===== config.mk =====
export PLATFORM = sky130hd
export DESIGN_NAME = indexed_list_buffer
export DESIGN_NICKNAME = d
export VERILOG_FILES = /design/src/sv/ilb_pkg.sv /design/src/sv/indexed_list_buffer.sv /design/src/sv/ilb_ram.sv
export SDC_FILE = /design/constraint.sdc
export NUM_CORES = 1
export LEC_CHECK = 0
export BUFFER_PORTS_ARGS = -buffer_cell sky130_fd_sc_hd__buf_2
export CELL_PAD_IN_SITES_DETAIL_PLACEMENT = 1
export CELL_PAD_IN_SITES_GLOBAL_PLACEMENT = 2
export CORE_MARGIN = 2
export CORE_UTILIZATION = 51
export DETAILED_ROUTE_END_ITERATION = 8
export GPL_ROUTABILITY_DRIVEN = 0
export PLACE_DENSITY = 0.9
export SYNTH_ARGS = -nofsm -noshare
export SYNTH_HDL_FRONTEND = slang
export SYNTH_HIERARCHICAL = 1
export SYNTH_SLANG_ARGS = --single-unit

===== constraint.sdc =====
create_clock -name clk -period 9.3 [get_ports clk]
set_clock_uncertainty 0.1 [all_clocks]
set_input_delay 0.465 -clock clk [delete_from_list [all_inputs] [get_ports clk]]
set_output_delay 0.465 -clock clk [all_outputs]
set_load 0.03 [all_outputs]

===== src/sv/ilb_pkg.sv =====
// Package for the indexed list buffer: op and status codes, defaults.
`default_nettype none
package ilb_pkg;
	localparam int CapacityDef = 16;
	localparam int RecordBitsDef = 32;

	typedef enum logic [2:0] {
		OP_APPEND = 3'd0,
		OP_INSERT = 3'd1,
		OP_REMOVE = 3'd2,
		OP_GET    = 3'd3,
		OP_FIND   = 3'd4,
		OP_CLEAR  = 3'd5
	} op_t;

	typedef enum logic [1:0] {
		ST_OK      = 2'd0,
		ST_RANGE   = 2'd1,
		ST_FULL    = 2'd2,
		ST_NOTFND  = 2'd3
	} status_t;
endpackage
`default_nettype wire


===== src/sv/indexed_list_buffer.sv =====
// Top level of the indexed list buffer: sequencer around one record RAM.
// Usage: a request (op, position, record, match_order) enters on in_valid
// while in_stall is low; exactly one result (status, read_record,
// found_index, count) leaves on out_valid, held while out_stall is high.
// The records sit in one RAM, position 0 at the head. Each request is run
// by a sequencer. Insert and remove walk the RAM entry by entry, each step
// a read (S_READ) then a write back (S_SHIFT); find compares one entry per
// cycle in S_FIND. These requests finish in the accepting cycle, with no
// walk: append, clear, unused codes, full/range errors, insert at or past
// the tail, remove of the last record, and find on an empty list or with
// find_enabled low. Get reads its record in S_GET. Insert at p below
// count moves the count-p records from p up; remove at p moves the
// count-1-p records above p; find checks up to count records. Here count
// is taken before the request.
// The RAM port and its registered read data set these steps.
// One request is in work at a time; a new request is taken once the
// result register is empty or being drained, so a stalled receiver holds
// the result and blocks further intake. Reset empties the list (zero
// fill; the count output and RAM content are left undefined) and sets
// find_enabled to one, written through find_enabled_we/find_enabled_wdata.
`default_nettype none
module indexed_list_buffer import ilb_pkg::*; #(
	parameter int CAPACITY = CapacityDef,
	parameter int RECORD_BITS = RecordBitsDef
) (
	input  wire logic        clk,
	input  wire logic        arst_n,
	input  wire logic        find_enabled_we,
	input  wire logic        find_enabled_wdata,
	input  wire logic        in_valid,
	output logic             in_stall,
	input  wire logic [2:0]  op,
	input  wire logic [7:0]  position,
	input  wire logic [31:0] record,
	input  wire logic [7:0]  match_order,
	output logic             out_valid,
	input  wire logic        out_stall,
	output logic [1:0]       status,
	output logic [31:0]      read_record,
	output logic [7:0]       found_index,
	output logic [8:0]       count
);
	localparam int AW = $clog2(CAPACITY);
	localparam int CW = $clog2(CAPACITY + 1);

	typedef enum logic [4:0] {
		S_IDLE  = 5'b00001,
		S_READ  = 5'b00010,
		S_SHIFT = 5'b00100,
		S_FIND  = 5'b01000,
		S_GET   = 5'b10000
	} state_t;

	state_t                 state_q;
	logic                   find_en_q;
	logic [CW-1:0]          fill_q;
	logic [CW-1:0]          idx_q;
	logic [CW-1:0]          pos_q;
	logic [7:0]             seen_q;
	logic [7:0]             order_q;
	logic [RECORD_BITS-1:0] rec_q;
	logic                   ins_q;

	logic                   we;
	logic [AW-1:0]          waddr, raddr;
	logic [RECORD_BITS-1:0] wdata, rdata;

	ilb_ram #(.WIDTH(RECORD_BITS), .DEPTH(CAPACITY)) u_ram (
		.clk(clk), .we(we), .waddr(waddr), .wdata(wdata),
		.raddr(raddr), .rdata(rdata)
	);

	logic accept, done;
	logic [1:0] st_d;
	logic [31:0] rd_d;
	logic [7:0] fi_d;
	logic [CW-1:0] fill_d;
	logic [CW-1:0] pos_in;
	logic pos_ge;
	logic [RECORD_BITS-1:0] key_in;

	assign in_stall = (state_q != S_IDLE) || (out_valid && out_stall);
	assign accept = in_valid && !in_stall;
	// Positions that exceed the counter width are always beyond the fill.
	assign pos_ge = ({1'b0, position} >= 9'(fill_q));
	assign pos_in = CW'(position);
	assign key_in = RECORD_BITS'(record);

	always_comb begin
		we = 1'b0;
		waddr = idx_q[AW-1:0];
		wdata = rdata;
		raddr = idx_q[AW-1:0];
		done = 1'b0;
		st_d = ST_OK;
		rd_d = '0;
		fi_d = '0;
		fill_d = fill_q;
		if (accept) begin
			// Start-of-request: simple ops finish now.
			unique case (op)
				OP_APPEND, OP_INSERT: begin
					if (fill_q >= CW'(CAPACITY)) begin
						done = 1'b1;
						st_d = ST_FULL;
					end else if (op == OP_APPEND || pos_ge) begin
						we = 1'b1;
						waddr = fill_q[AW-1:0];
						wdata = key_in;
						done = 1'b1;
						fill_d = fill_q + 1'b1;
					end
				end
				OP_REMOVE: begin
					if (pos_ge) begin
						done = 1'b1;
						st_d = ST_RANGE;
					end else if (fill_q == pos_in + 1'b1) begin
						done = 1'b1;
						fill_d = fill_q - 1'b1;
					end
				end
				OP_GET: begin
					raddr = pos_in[AW-1:0];
					if (pos_ge) begin
						done = 1'b1;
						st_d = ST_RANGE;
					end
				end
				OP_FIND: begin
					raddr = '0;
					if (!find_en_q || fill_q == '0) begin
						done = 1'b1;
						st_d = ST_NOTFND;
					end
				end
				OP_CLEAR: begin
					done = 1'b1;
					fill_d = '0;
				end
				default: done = 1'b1;
			endcase
		end else begin
			unique case (state_q)
				S_GET: begin
					done = 1'b1;
					rd_d = 32'(rdata);
				end
				S_READ: begin
					// Read issue for the shift walk.
				end
				S_SHIFT: begin
					we = 1'b1;
					if (ins_q) begin
						// rdata = cell[idx-1], written to cell[idx]
						if (idx_q == pos_q) begin
							wdata = rec_q;
							done = 1'b1;
							fill_d = fill_q + 1'b1;
						end
					end else begin
						// rdata = cell[idx+1], written to cell[idx]
						if (idx_q + 2'd2 >= fill_q) begin
							done = 1'b1;
							fill_d = fill_q - 1'b1;
						end
					end
				end
				S_FIND: begin
					// rdata = cell[idx]
					if (rdata == rec_q && seen_q == order_q) begin
						done = 1'b1;
						fi_d = 8'(idx_q);
					end else if (idx_q + 1'b1 >= fill_q) begin
						done = 1'b1;
						st_d = ST_NOTFND;
					end
				end
				default: ;
			endcase
			if (state_q == S_READ) begin
				raddr = ins_q ? AW'(idx_q - 1'b1) : AW'(idx_q + 1'b1);
			end
			if (state_q == S_FIND) begin
				raddr = AW'(idx_q + 1'b1);
			end
		end
	end

	always_ff @(posedge clk or negedge arst_n) begin
		if (!arst_n) begin
			state_q <= S_IDLE;
			find_en_q <= 1'b1;
			fill_q <= '0;
			out_valid <= 1'b0;
		end else begin
			if (find_enabled_we) begin
				find_en_q <= find_enabled_wdata;
			end
			fill_q <= fill_d;
			// Drop the result once taken, raise it when a request finishes.
			if (done) begin
				out_valid <= 1'b1;
			end else if (!out_stall) begin
				out_valid <= 1'b0;
			end
			if (done) begin
				state_q <= S_IDLE;
			end else if (accept) begin
				unique case (op)
					OP_GET:  state_q <= S_GET;
					OP_FIND: state_q <= S_FIND;
					default: state_q <= S_READ;
				endcase
			end else begin
				unique case (state_q)
					S_READ:  state_q <= S_SHIFT;
					S_SHIFT: state_q <= S_READ;
					default: ;
				endcase
			end
		end
	end

	always_ff @(posedge clk) begin
		if (done) begin
			status <= st_d;
			read_record <= rd_d;
			found_index <= fi_d;
			count <= 9'(fill_d);
		end
		if (accept) begin
			rec_q <= key_in;
			order_q <= match_order;
			pos_q <= pos_in;
			seen_q <= '0;
			ins_q <= (op == OP_INSERT);
			// Insert walks down from the tail, remove walks up from position.
			idx_q <= (op == OP_INSERT) ? fill_q : (op == OP_FIND ? '0 : pos_in);
		end else if (state_q == S_SHIFT) begin
			idx_q <= ins_q ? idx_q - 1'b1 : idx_q + 1'b1;
		end else if (state_q == S_FIND) begin
			if (rdata == rec_q) begin
				seen_q <= seen_q + 1'b1;
			end
			idx_q <= idx_q + 1'b1;
		end
	end

	assert property (@(posedge clk) disable iff (!arst_n)
		fill_q <= CW'(CAPACITY))
		else $error("fill beyond capacity");
	assert property (@(posedge clk) disable iff (!arst_n)
		accept |-> state_q == S_IDLE)
		else $error("request taken while busy");
	assert property (@(posedge clk) disable iff (!arst_n)
		done |=> out_valid && count == 9'(fill_q))
		else $error("result count mismatch");
	assert property (@(posedge clk) disable iff (!arst_n)
		(state_q != S_IDLE) |-> !accept)
		else $error("intake while busy");
endmodule
`default_nettype wire


===== src/sv/ilb_ram.sv =====
// Generic single-port-write, one-read RAM with registered read data.
`default_nettype none
module ilb_ram #(
	parameter int WIDTH = 32,
	parameter int DEPTH = 16
) (
	input  wire logic                     clk,
	input  wire logic                     we,
	input  wire logic [$clog2(DEPTH)-1:0] waddr,
	input  wire logic [WIDTH-1:0]         wdata,
	input  wire logic [$clog2(DEPTH)-1:0] raddr,
	output logic      [WIDTH-1:0]         rdata
);
	logic [WIDTH-1:0] mem [DEPTH];

	always_ff @(posedge clk) begin
		if (we) begin
			mem[waddr] <= wdata;
		end
		rdata <= mem[raddr];
	end
endmodule
`default_nettype wire

# After elaboration in Yosys (flattened, before gate mapping)

Memory sizes are Yosys's and may differ from the RTL's. A register that Yosys moved wholly into a read port is not among the register bits.
Index checks and enable logic that the tools add are counted.

Register bits: 118
Latch bits: 0
Memory bits (writable): 512
ROM bits: 0
Bits of input ports: 57
Output and inout bits: 53
Logic and storage cells: 130
Memories: 1

Memories:

| name      | words | bits a word | rd ports | clocked after Yosys merged registers in | wr ports | line          | source |
|---|---|---|---|---|---|---|---|
| u_ram.mem | 16    | 32          | 1        | 1                                       | 1        | ilb_ram.sv:14 | `logic [WIDTH-1:0] mem [DEPTH];` |

$add $sub $neg: 7
$mul: 0
Divide/modulo/power cells: 0
Magnitude comparators: 4
Eq/ne operators: 15
Shifts and indexed selects: 0
Multiplexer cells: 66
Bitwise gates (word level): 4
Reductions and logical operators: 18

Operators with widths:

| cell                                                | count |
|---|---|
| 2-to-1 mux 32 bit                                   | 7 |
| 2-to-1 mux 5 bit                                    | 17 |
| equality test 32 bit                                | 1 |
| 2-to-1 mux 4 bit                                    | 8 |
| 2-to-1 mux 1 bit                                    | 21 |
| one-hot mux 5 bit (2 select lines)                  | 2 |
| adder 5 x 1 -> 5 bit, second input constant         | 3 |
| one-hot mux 5 bit (3 select lines)                  | 1 |
| 2-to-1 mux 2 bit                                    | 6 |
| equality test 5 bit                                 | 2 |
| >= comparator 5 bit                                 | 2 |
| subtractor 5 x 1 -> 5 bit, second input constant    | 2 |
| adder 8 x 1 -> 8 bit, second input constant         | 1 |
| equality test 8 bit                                 | 1 |
| >= comparator 8 x 5 -> 1 bit                        | 1 |
| one-hot mux 4 bit (2 select lines)                  | 1 |
| OR reduction 2 bit                                  | 4 |
| equality test 3 x 2 -> 1 bit, second input constant | 2 |
| equality test 3 bit, second input constant          | 2 |
| one-hot mux 2 bit (3 select lines)                  | 1 |
| adder 5 x 2 -> 5 bit, second input constant         | 1 |
| equality test 5 x 2 -> 1 bit, second input constant | 1 |
| equality test 5 x 3 -> 1 bit, second input constant | 1 |
| equality test 5 x 4 -> 1 bit, second input constant | 1 |
| 17 further kinds                                    | 25 |

# Logic depth before layout (Yosys ltp)

Gate-level depths: netlist of the first run.

Word-level depth: 8
Depth in mapped cells: 14
Mapped depth without buffers: 11

# Cells and area by module

Netlist of the first run, hierarchy kept.

By module, submodules not included:

| module              | instances | cells each | area an instance (um2) | seq. area each (um2) |
|---|---|---|---|---|
| ilb_ram             | 1         | 838        | 19,835.3               | 16,015.4 |
| indexed_list_buffer | 1         | 640        | 6,605.1                | 3,315.7 |

# Worst setup path before layout of the first run

OpenSTA, ideal clock, no wires.

Path type: reg-to-reg
From: register fill_q[2]
To: memory u_ram.mem[0][0], enable pin
Setup time: 461 ps
Arrival time: 5,182 ps
Slack: 3,557 ps
Stages on the path, launching flop included: 12
Path buffers: 2
Clock period less this slack: 5,743 ps
Path through: dfrtp_1 -> clkbuf_1 -> inv_1 -> ha_1 -> o211ai_1 -> o21ai_0 -> a21oi_2 -> a211oi_2 -> buf_2 -> mux2_2 -> or3b_2 -> nor3_1

Elaborated cells on any way between the ends: 13
Those cells by class: order compare (2); mux (10); reduce/logical (1)

RTL lines:

| item                         | line                       | source |
|---|---|---|
| from (decl)                  | indexed_list_buffer.sv:56  | `logic [CW-1:0] fill_q;` |
| from (signal assigned)       | indexed_list_buffer.sv:200 | `fill_q <= fill_d;` |
| >= comparator 8 x 5 -> 1 bit | indexed_list_buffer.sv:85  | `assign pos_ge = ({1'b0, position} >= 9'(fill_q));` |
| logical OR 1 bit             | indexed_list_buffer.sv:106 | `end else if (op == OP_APPEND \|\| pos_ge) begin` |
| 2-to-1 mux 4 bit             | indexed_list_buffer.sv:106 |  |
| 2-to-1 mux 4 bit (*)         | indexed_list_buffer.sv:103 | `if (fill_q >= CW'(CAPACITY)) begin` |
| 2-to-1 mux 4 bit (*)         | indexed_list_buffer.sv:101 | `unique case (op)` |
| 2-to-1 mux 4 bit (*)         | indexed_list_buffer.sv:99  | `if (accept) begin` |
| via waddr[3]                 | indexed_list_buffer.sv:65  | `logic [AW-1:0] waddr, raddr;` |
| to (decl)                    | ilb_ram.sv:14              |  |

Mark *: on every way through the listed nets, which the timed path passes. The rest lies on a longest branch.

# Final worst setup path of the first run

From: register state_q[1]
To: memory u_ram.mem[7][14], enable pin

Elaborated cells on any way between the ends: 10
Those cells by class: eq/ne (2); mux (5); reduce/logical (3)

RTL lines:

| item                   | line                       | source |
|---|---|---|
| from (decl)            | indexed_list_buffer.sv:54  | `state_t state_q;` |
| from (signal assigned) | indexed_list_buffer.sv:192 | `state_q <= S_IDLE;` |
| from (signal assigned) | indexed_list_buffer.sv:208 | `state_q <= S_IDLE;` |
| from (signal assigned) | indexed_list_buffer.sv:211 | `OP_GET: state_q <= S_GET;` |
| != test 5 x 1 -> 1 bit | indexed_list_buffer.sv:82  | `assign in_stall = (state_q != S_IDLE) \|\| (out_valid && out_stall);` |
| logical OR 1 bit       | indexed_list_buffer.sv:82  |  |
| zero test 1 bit        | indexed_list_buffer.sv:83  | `assign accept = in_valid && !in_stall;` |
| logical AND 1 bit      | indexed_list_buffer.sv:83  |  |
| 2-to-1 mux 4 bit       | indexed_list_buffer.sv:99  |  |
| via waddr[1]           | indexed_list_buffer.sv:65  |  |

The timed path passes the listed nets, and every way through them passes these cells.

==> flow_summary.ini, run 1 <==
[setup_path]
path_max_fanout = 65
arrival_ns = 6.05
worstSetupPathType = reg -> reg
crit_path_end_kind = flop
required_ns = 9.41
cp-start-kind = flop

[placed_design]
dp_hpwl_microns = 41200
numPortBuffers = 102
post-place-ws_ns = 3.29

[cells_and_area]
num-nets-final = 1721
post-route-util = 0.593
area_growth_pct = 15.0
drive_above_1_share = 0.235
fill_cells = 4500
final-seq-area_sq_mm = 0.0193
multi_input_area_sq_mm = 0.00685

[sta]
finalMaxSlewViolations = 0
slew_headroom = 0.112
fin_ws_ns = 3.37
timing.final.crit_share = 0.638
worstMarginPinSlew_ns = 1.33
rsz0062_at_grt = false
fmax_mhz = 169
setup_tns_ns = 0
setup_viol = 0
period_needed_ns = 5.93
finalHoldViolCount = 0

[die]
initial_core_util = 0.515
core_area_sq_mm = 0.0513
io_pins = 110
die-area_sq_mm = 0.0537
fp.dieW_microns = 232
placement_rows = 83
die_y_microns = 232

[synthesis]
async_flop_share = 0.0182
synth_edf_count = 607
syn_area_per_cell_sq_um = 17.9
synth.distinct_cells = 68
ys_seq_area_frac = 0.731
yosys_warnings = 6
ys_ff_latch = 659
syn_area_sq_mm = 0.0264
synthFlopType = edfxtp_1
netlist_instances = 1478

[power_and_ir_drop]
powerDensity_mw_per_mm2 = 350
p_leak_uw = 0.0103
irDropWorstVdd_v = 0.000300

[routing]
avgRoutedWirePerCell_microns = 30.0
wl_microns = 71300
dr_total_vias = 15000
ant_nets = 0
drc = 0
dr.pass1.iters = 5
routed_via_density = 6.31
first_iter_violations = 1645

[grt]
grt_max_degree = 85
grt_usage = 0.270
grt_pass1_wl_microns = 105000
antenna_found_initial = 1
grt_remaining_overflow = 0
grt_pass1_vias = 15900

[outcome]
status = finished, final reports clean

[flow_run]
drv_cap = 0

[clock_tree]
cts_setup_buffers = 0
htreeDepth = 3
clockBufferDepth = 3
cts_root_buf = clkbuf_16
clk_pin_slew_ns = 0.06
cts.sinks = 659
cts_buffers = 69
cts_tree = done
clk_latency_ns = 0.61
cts-resized-gates = 0

[min_path]
hold_class = in -> reg
power by group:
group	switching, uW	internal [uW]	total (uW)
combinational	2370	1300	3670
clock	1160	1540	2700
sequential	257	4000	4260
cell usage in the layout (no fill, tap or decap), types with 4 or more instances in the layout:
cell type	instances
edfxtp_1	607
nand2_1	132
mux4_2	128
a22oi_1	102
buf_2	102
clkbuf_16	70
xor2_1	43
dlygate4sd3_1	41
dfxtp_1	40
and2_1	39
nor2_1	26
o21ai_0	25
ha_1	24
a21oi_1	22
xnor2_1	22
buf_4	22
inv_1	17
nand3_1	16
nor2_4	16
clkinv_2	14
clkbuf_1	13
nor3_1	12
nand4_1	11
dfrtp_1	10
nor4_1	9
clkinv_1	9
clkbuf_8	8
o211ai_1	7
conb_1	7
nand2b_1	6
nor3_2	5
a31oi_1	5
a211oi_1	4
o22ai_1	4
and3_1	4
o221ai_1	4
clkinvlp_4	4
sequential cells by signal (all words and copies together), names as in the netlist, 2 cells and up:
register,flops
rec_q,32
u_ram/mem,512
read_record,32
count,5
fill_q,5
idx_q,5
u_ram/rdata,32
pos_q,5
state_q,5
found_index,5
order_q,8
seen_q,8
status,2
cells in the mapped netlist (11+ instances only):
cell type / number / area (sq um)
buf_2: 11 / 55.1
clkbuf_1: 42 / 158
xnor2_1: 22 / 193
nand2_1: 132 / 495
o21ai_0: 25 / 125
xor2_1: 43 / 377
nand3_1: 16 / 80.1
a21oi_1: 22 / 110
dfxtp_1: 40 / 801
ha_1: 24 / 300
edfxtp_1: 607 / 18200
mux4_2: 128 / 2880
and2_1: 39 / 244
a22oi_1: 102 / 766
buf_4: 16 / 120
nand4_1: 11 / 68.8
nor3_1: 17 / 85.1
nor2_1: 42 / 158
inv_1: 18 / 67.6
critical path: stages (launching register included):
cell	delay (ns)
dfrtp_1	0.43
a211oi_1	0.31
nand4_1	0.13
buf_4	0.24
inv_2	0.08
buf_4	0.81
nand2_1	0.28
a211oi_4	0.28
buf_4	0.61
nand2_1	0.12
o21ai_0	0.42
nand2_1	0.52
nor2_4	1.16
layout make-up:
| cell class | count | share of cell area |
|---|---|---|
| Clock buffer | 91 | 0.0628 |
| Clock inverter | 35 | 0.00942 |
| Sequential cell | 659 | 0.636 |
| Tap cell | 680 | 0.0280 |
| Multi-Input combinational cell | 726 | 0.225 |
| Inverter | 18 | 0.00222 |
| Antenna cell | 1 | 0.0000823 |
| Timing Repair Buffer | 166 | 0.0364 |
kinds of logic after synthesis:
kind of cell / synth area share
DFF: 0.731
and+or+nand+nor: 0.0548
AOI/OAI and AO/OA: 0.0530
muxes: 0.111
buffers and inverters: 0.0174
xor gates and xnor gates: 0.0215
adders and majority gates: 0.0114
other: 0.000142
path summary, 6_finish.rpt:
| kind | startpoint | to | slack [ns] | cells past startpoint |
|---|---|---|---|---|
| worst max register to register | state_q[1]$_DFFE_PN0P_ | u_ram/mem[7][14]$_DFFE_PP_ | 3.37 | 12 |
| worst min register to register | seen_q[6]$_SDFFE_PP0P_ | seen_q[6]$_SDFFE_PP0P_ | 0.41 | 2 |
| worst max-delay path | state_q[1]$_DFFE_PN0P_ | u_ram/mem[7][14]$_DFFE_PP_ | 3.37 | 12 |
| min in group asynchronous | arst_n | fill_q[1]$_DFF_PN0_ | 0.20 | 2 |
| max in group asynchronous | arst_n | find_en_q$_DFFE_PN1P_ | 8.59 | 2 |
| worst min-delay path | record[28] | rec_q[28]$_DFFE_PP_ | 0.03 | 1 |
per-stage QoR:
stage	cells	hold WS, ns	power, uW	instance area (sq um)
after floorplan	1484	0.0694	6700	26500
after global placement	2208	0.272	7740	27800
after detailed placement	2208	0.275	7930	27800
after CTS	2375	0.0109	10600	30400
after global routing	2375	0.0113	11000	30400
final	2376	0.0317	10600	30400
layer usage:
| metal | vias up | global-route usage | wire, microns |
|---|---|---|---|
| li1 | 6224 | - | - |
| met1 | 7811 | 0.362 | 28000 |
| met2 | 780 | 0.447 | 35600 |
| met3 | 168 | 0.0447 | 5090 |
| met4 | 2 | 0.105 | 2580 |
| met5 | - | 0 | 10 |
what timing repair did:
action | in CTS | in global routing
hold buffers | 41 | 0
setup endpoints to repair | 0 | 0
endpoints found under the hold margin | 51 | 0
Power figures use the tool's default switching activity.
==> run 2: changes to the inputs <==
--- a/config.mk
+++ b/config.mk
@@ -9,10 +9,10 @@
 export CELL_PAD_IN_SITES_DETAIL_PLACEMENT = 1
 export CELL_PAD_IN_SITES_GLOBAL_PLACEMENT = 2
 export CORE_MARGIN = 2
-export CORE_UTILIZATION = 51
+export CORE_UTILIZATION = 42
 export DETAILED_ROUTE_END_ITERATION = 8
 export GPL_ROUTABILITY_DRIVEN = 0
-export PLACE_DENSITY = 0.9
+export PLACE_DENSITY = 0.8
 export SYNTH_ARGS = -nofsm -noshare
 export SYNTH_HDL_FRONTEND = slang
 export SYNTH_HIERARCHICAL = 1
==> constraint.sdc (replaced) <==
create_clock -name clk -period 5.05 [get_ports clk]
set_clock_uncertainty 0.1 [all_clocks]
set_input_delay 0.2525 -clock clk [delete_from_list [all_inputs] [get_ports clk]]
set_output_delay 0.2525 -clock clk [all_outputs]
set_load 0.03 [all_outputs]
==> flow_summary.ini, run 2 (synthesized netlist as in run 1, its figures left out) <==
[cells_and_area]
mostFrequentLayoutCell = edfxtp_1
largest-register = u_ram/mem
largest_register_ffs = 512
mostFrequentLayoutCells = edfxtp_1 (607), nand2_1 (132), mux4_2 (128)
post-route-util = 0.508
num-nets-final = 1771
stdcell_area_sq_mm = 0.0315
area_growth_pct = 19.1
drive_above_1_share = 0.253
instances_no_fill = 2588

[power_and_ir_drop]
combPwrFrac = 0.342
p_leak_uw = 0.0107
power_frac_clock = 0.270
intPower_uw = 13100
swShare = 0.350
sequentialPowerShare = 0.387
irDropWorstVdd_v = 0.000482
switchingPower_uw = 7050
powerDensity_mw_per_mm2 = 640

[grt]
grt_usage = 0.238
antenna_found_initial = 4
grt_max_degree = 77
grt_pass1_wl_microns = 111000
grt_remaining_overflow = 0
grt_pass1_vias = 16200

[setup_path]
path_max_fanout = 19
cp-start-kind = flop
crit_path_end_kind = flop
arrival_ns = 4.62
worstSetupPathType = reg -> reg
required_ns = 5.26

[sta]
slew_headroom = 0.427
setup_viol = 0
worstMarginPinSlew_ns = 0.851
period_needed_ns = 4.41
fin_ws_ns = 0.641
rsz0062_at_grt = false
fmax_mhz = 227
finalHoldViolCount = 0
timing.final.crit_share = 0.873
setup_tns_ns = 0
finalMaxSlewViolations = 0

[clock_tree]
clk_pin_slew_ns = 0.06
cts_setup_buffers = 0
cts_tree = done
htreeDepth = 3
cts_root_buf = clkbuf_16
cts_buffers = 72
clockBufferDepth = 3
ctsHoldBuffers = 51
clk_latency_ns = 0.64
cts.sinks = 659
cts-resized-gates = 0

[routing]
drc = 0
routed_via_density = 5.86
dr_total_vias = 15200
first_iter_violations = 1546
wl_microns = 75600
avgRoutedWirePerCell_microns = 29.2
dr.pass1.iters = 5
ant_nets = 0

[placed_design]
dp.cells = 2402
post-place-ws_ns = 0.716
place_area_sq_mm = 0.0285
dp_hpwl_microns = 44200
numPortBuffers = 102

[outcome]
status = finished, final reports clean

[die]
placement_rows = 91
initial_core_util = 0.427
die_y_microns = 255
core_area_sq_mm = 0.0619
fp.dieW_microns = 255
io_pins = 110
die-area_sq_mm = 0.0650

[min_path]
hold_class = in -> reg

[flow_run]
drv_cap = 0
## run 2: cell count changes in the layout (fill, tap and decap cells not counted), moves of 2 or more
cell / change
nor3_2: -2
nor3_4: +2
buf_12: +17
bufinv_16: +4
buf_4: +20
clkinv_16: +3
dlygate4sd3_1: +10
clkbuf_16: +4
clkinvlp_4: -4
## run 2: routing by layer
metal / part of all wire / track usage
met1: 0.40 / 0.316
met2: 0.49 / 0.387
met3: 0.081 / 0.0544
met4: 0.032 / 0.0830
met5: 0.00032 / 0
## run 2: area by class of cell
class / instances / area [sq um]
flip-flops and latches: 659 / 19300
multi-input cells: 726 / 6860
clock buffers: 94 / 2000
repair buffers: 213 / 1700
clock inverters: 40 / 475
well taps: 837 / 1050
inverters: 18 / 67.6
fillers: 5776 / 30500
diodes: 1 / 2.50
## run 2: through the flow
stage	power [uW]	hold WS, ns
after CTS	20300	0.0119
final	20100	0.0404
after floorplan	12300	-0.143
after detailed placement	14700	0.0748
after global routing	21000	0.0761
after global placement	14500	0.0707
## run 2: worst max-delay path, cell delays in order (launching register included)
cell and delay (ns):
dfrtp_1 0.56, inv_1 0.21, ha_1 0.35, o211ai_1 0.09
o21ai_0 0.33, a21oi_2 0.21, a211oi_4 0.53, mux2_2 0.43
or3b_2 0.59, nor2_4 0.41, buf_12 0.27
## run 2: power groups by stage
| stage | registers, uW | logic (uW) | clock network [uW] |
|---|---|---|---|
| after CTS | 7810 | 6930 | 5520 |
| after floorplan | 7950 | 4380 | 0 |
| final | 7810 | 6900 | 5450 |
| after global routing | 7870 | 7440 | 5720 |
| after global placement | 7880 | 6640 | 0 |
| after detailed placement | 7910 | 6820 | 0 |
## run 2: path summary, 6_finish.rpt
path	slack, ns	depth (start not counted)	start	to
max in group asynchronous	3.73	3	arst_n	fill_q[0]$_DFF_PN0_
min in group asynchronous	0.08	2	arst_n	state_q[0]$_DFFE_PN1P_
worst min register to register	0.41	2	out_valid$_DFFE_PN0P_	out_valid$_DFFE_PN0P_
worst min-delay path	0.04	4	op[0]	fill_q[0]$_DFF_PN0_
worst max register to register	0.64	10	fill_q[3]$_DFF_PN0_	u_ram/mem[1][2]$_DFFE_PP_
worst max-delay path	0.64	10	fill_q[3]$_DFF_PN0_	u_ram/mem[1][2]$_DFFE_PP_
==> run 3: changes to the inputs <==
--- a/config.mk
+++ b/config.mk
@@ -5,14 +5,15 @@
 export SDC_FILE = /design/constraint.sdc
 export NUM_CORES = 1
 export LEC_CHECK = 0
+export ABC_AREA = 1
 export BUFFER_PORTS_ARGS = -buffer_cell sky130_fd_sc_hd__buf_2
 export CELL_PAD_IN_SITES_DETAIL_PLACEMENT = 1
 export CELL_PAD_IN_SITES_GLOBAL_PLACEMENT = 2
 export CORE_MARGIN = 2
-export CORE_UTILIZATION = 42
+export CORE_UTILIZATION = 37
 export DETAILED_ROUTE_END_ITERATION = 8
 export GPL_ROUTABILITY_DRIVEN = 0
-export PLACE_DENSITY = 0.8
+export PLACE_DENSITY = 0.81
 export SYNTH_ARGS = -nofsm -noshare
 export SYNTH_HDL_FRONTEND = slang
 export SYNTH_HIERARCHICAL = 1
==> flow_summary.ini, run 3 <==
[synthesis]
synth_edf_count = 607
synth_top_cell_by_area = edfxtp_1
synth_top_area_share = 0.607
synth.distinct_cells = 42
yosys.cell_count.top_type = nand2_1
netlist_instances = 3033
ys_top_cells_by_area = edfxtp_1 (61%), nand2_1 (11%), nand3_1 (7.2%)
syn_area_per_cell_sq_um = 9.90
yosys_warnings = 6
ys_ff_latch = 659
syn_area_sq_mm = 0.0300
synthFlopType = edfxtp_1
synth_common_cells = nand2_1 (858), edfxtp_1 (607), inv_1 (486)
async_flop_share = 0.0182
ys_seq_area_frac = 0.644

[routing]
routed_via_density = 5.15
avgRoutedWirePerCell_microns = 21.8
ant_nets = 0
drc = 0
dr_total_vias = 22200
dr.pass1.iters = 6
wl_microns = 93800
first_iter_violations = 1636

[setup_path]
required_ns = 5.18
regToRegSetupSlack_ns = 0.43
cp-startpoint = fill_q[2]$_DFF_PN0_
cp-endpoint = u_ram/mem[14][25]$_DFFE_PP_
r2r-start = fill_q[2]$_DFF_PN0_
cp-start-kind = flop
path_max_fanout = 32
r2r-end = u_ram/mem[14][25]$_DFFE_PP_
arrival_ns = 4.75
worstSetupPathType = reg -> reg
r2r.worst_path.cells = 13
crit_path_end_kind = flop

[sta]
worstMarginPinSlew_ns = 1.38
period_needed_ns = 4.62
finalMaxSlewViolations = 0
fmax_mhz = 216
holdWs_ns = 0.0798
setup_tns_ns = 0
slew_headroom = 0.0758
setup_viol = 0
finalHoldViolCount = 0
timing.final.crit_share = 0.915
rsz0062_at_grt = false

[clock_tree]
clk_latency_ns = 0.63
ctsHoldBuffers = 50
clockBufferDepth = 3
cts_root_buf = clkbuf_16
clk_pin_slew_ns = 0.06
cts_setup_buffers = 0
htreeDepth = 3
cts_buffers = 72
cts_tree = done
cts-resized-gates = 0
cts.sinks = 659

[die]
initial_core_util = 0.373
io_pins = 110
placement_rows = 104
die_y_microns = 289
fp.dieW_microns = 289
core_area_sq_mm = 0.0804
die-area_sq_mm = 0.0834

[power_and_ir_drop]
powerDensity_mw_per_mm2 = 329
sequentialPowerShare = 0.515
combPwrFrac = 0.011
switchingPower_uw = 2320
swShare = 0.204
power_uw = 11400
irDropWorstVdd_v = 0.000283
intPower_uw = 9090
p_leak_uw = 0.0143
power_frac_clock = 0.474

[min_path]
hold_class = in -> async

[cells_and_area]
diodes = 0
post-route-util = 0.431
mostFrequentLayoutCell = nand2_1
largest-register = u_ram/mem
num-nets-final = 3263
mostFrequentLayoutCells = nand2_1 (857), edfxtp_1 (607), inv_1 (484)
largest_register_ffs = 512
area_growth_pct = 15.6
stdcell_area_sq_mm = 0.0347
drive_above_1_share = 0.101

[grt]
grt_pass1_wl_microns = 142000
grt_max_degree = 131
grt_pass1_vias = 23400
grt_remaining_overflow = 0
antenna_found_initial = 1
grt_usage = 0.225

[placed_design]
numPortBuffers = 102
place_area_sq_mm = 0.0318
dp_hpwl_microns = 55900

[outcome]
status = finished, final reports clean

[flow_run]
drv_cap = 0
[run 3: cell count changes in the layout (fill, tap and decap cells not counted), moves of 11 or more]
| cell | before | now |
|---|---|---|
| buf_4 | 42 | 53 |
| and2_1 | 38 | 0 |
| a21oi_1 | 22 | 96 |
| inv_1 | 17 | 484 |
| a22oi_1 | 102 | 1 |
| nand2_1 | 132 | 857 |
| nand3_1 | 16 | 428 |
| xor2_1 | 43 | 10 |
| o21ai_0 | 25 | 103 |
| o21ai_1 | 0 | 26 |
| nor2_1 | 26 | 82 |
| mux4_2 | 128 | 0 |
[run 3: cell families after synthesis]
logic type | synth area share
other cells | 0.000125
fa+ha+maj | 0.0100
simple gates | 0.199
buf+inv | 0.0923
flops | 0.644
mux | 0.000375
xor+xnor | 0.0114
compound gates | 0.0431
[run 3: metal layers]
| metal | track usage | wire length, microns | up-vias |
|---|---|---|---|
| li1 | - | - | 10200 |
| met1 | 0.296 | 40700 | 11200 |
| met2 | 0.390 | 46300 | 602 |
| met3 | 0.0263 | 4510 | 148 |
| met4 | 0.0706 | 2230 | 0 |
| met5 | 0 | 0 | - |
[run 3: how the worst min path moves through the flow]
stage               startpoint               endpoint  slack [ns]  cells after the start
global route             op[0]        ins_q$_DFFE_PP_        0.09                      3
floorplan               arst_n    fill_q[0]$_DFF_PN0_       -0.14                      0
detailed placement      arst_n    fill_q[3]$_DFF_PN0_        0.08                      1
finish                  arst_n  find_en_q$_DFFE_PN1P_        0.08                      2
CTS                      op[0]        ins_q$_DFFE_PP_        0.06                      3
global placement        arst_n    fill_q[3]$_DFF_PN0_         0.1                      1
[run 3: cell type report]
class                      instances  area [sq um]
fill                            9013         45700
multi-input combinational       1736          8120
clock inverter                    36           423
sequential                       659         19300
inverter                         496          1870
timing repair buffer             217          1640
clock buffer                      95          1990
tap                             1060          1330
[run 3: power groups by stage]
| stage | Clock, uW | Sequential (uW) | Combinational (uW) |
|---|---|---|---|
| 2_1_floorplan | 0 | 5990 | 41.8 |
| 3_3_place_gp | 0 | 5990 | 94.9 |
| 3_5_place_dp | 0 | 5990 | 94.3 |
| 4_1_cts | 5530 | 5880 | 127 |
| 5_1_grt | 5740 | 5870 | 137 |
| 6_report | 5410 | 5880 | 127 |
[run 3: metrics by stage]
stage | cells | setup WS [ns]
after floorplan | 3039 | 1.08
after global placement | 4117 | 0.405
after detailed placement | 4117 | 0.348
after CTS | 4298 | 0.313
after global routing | 4299 | 0.195
final | 4299 | 0.428
[run 3: critical path: stages (launching register included)]
cell	delay (ns)
dfrtp_1	0.58
inv_1	0.25
ha_1	0.34
nand2_1	0.06
inv_1	0.07
nand2_1	0.05
nand2_1	0.08
nand2_1	0.09
nand3_2	0.14
nand3_2	0.79
buf_4	0.61
a21oi_1	0.18
o21ai_0	0.12
o21ai_1	0.74
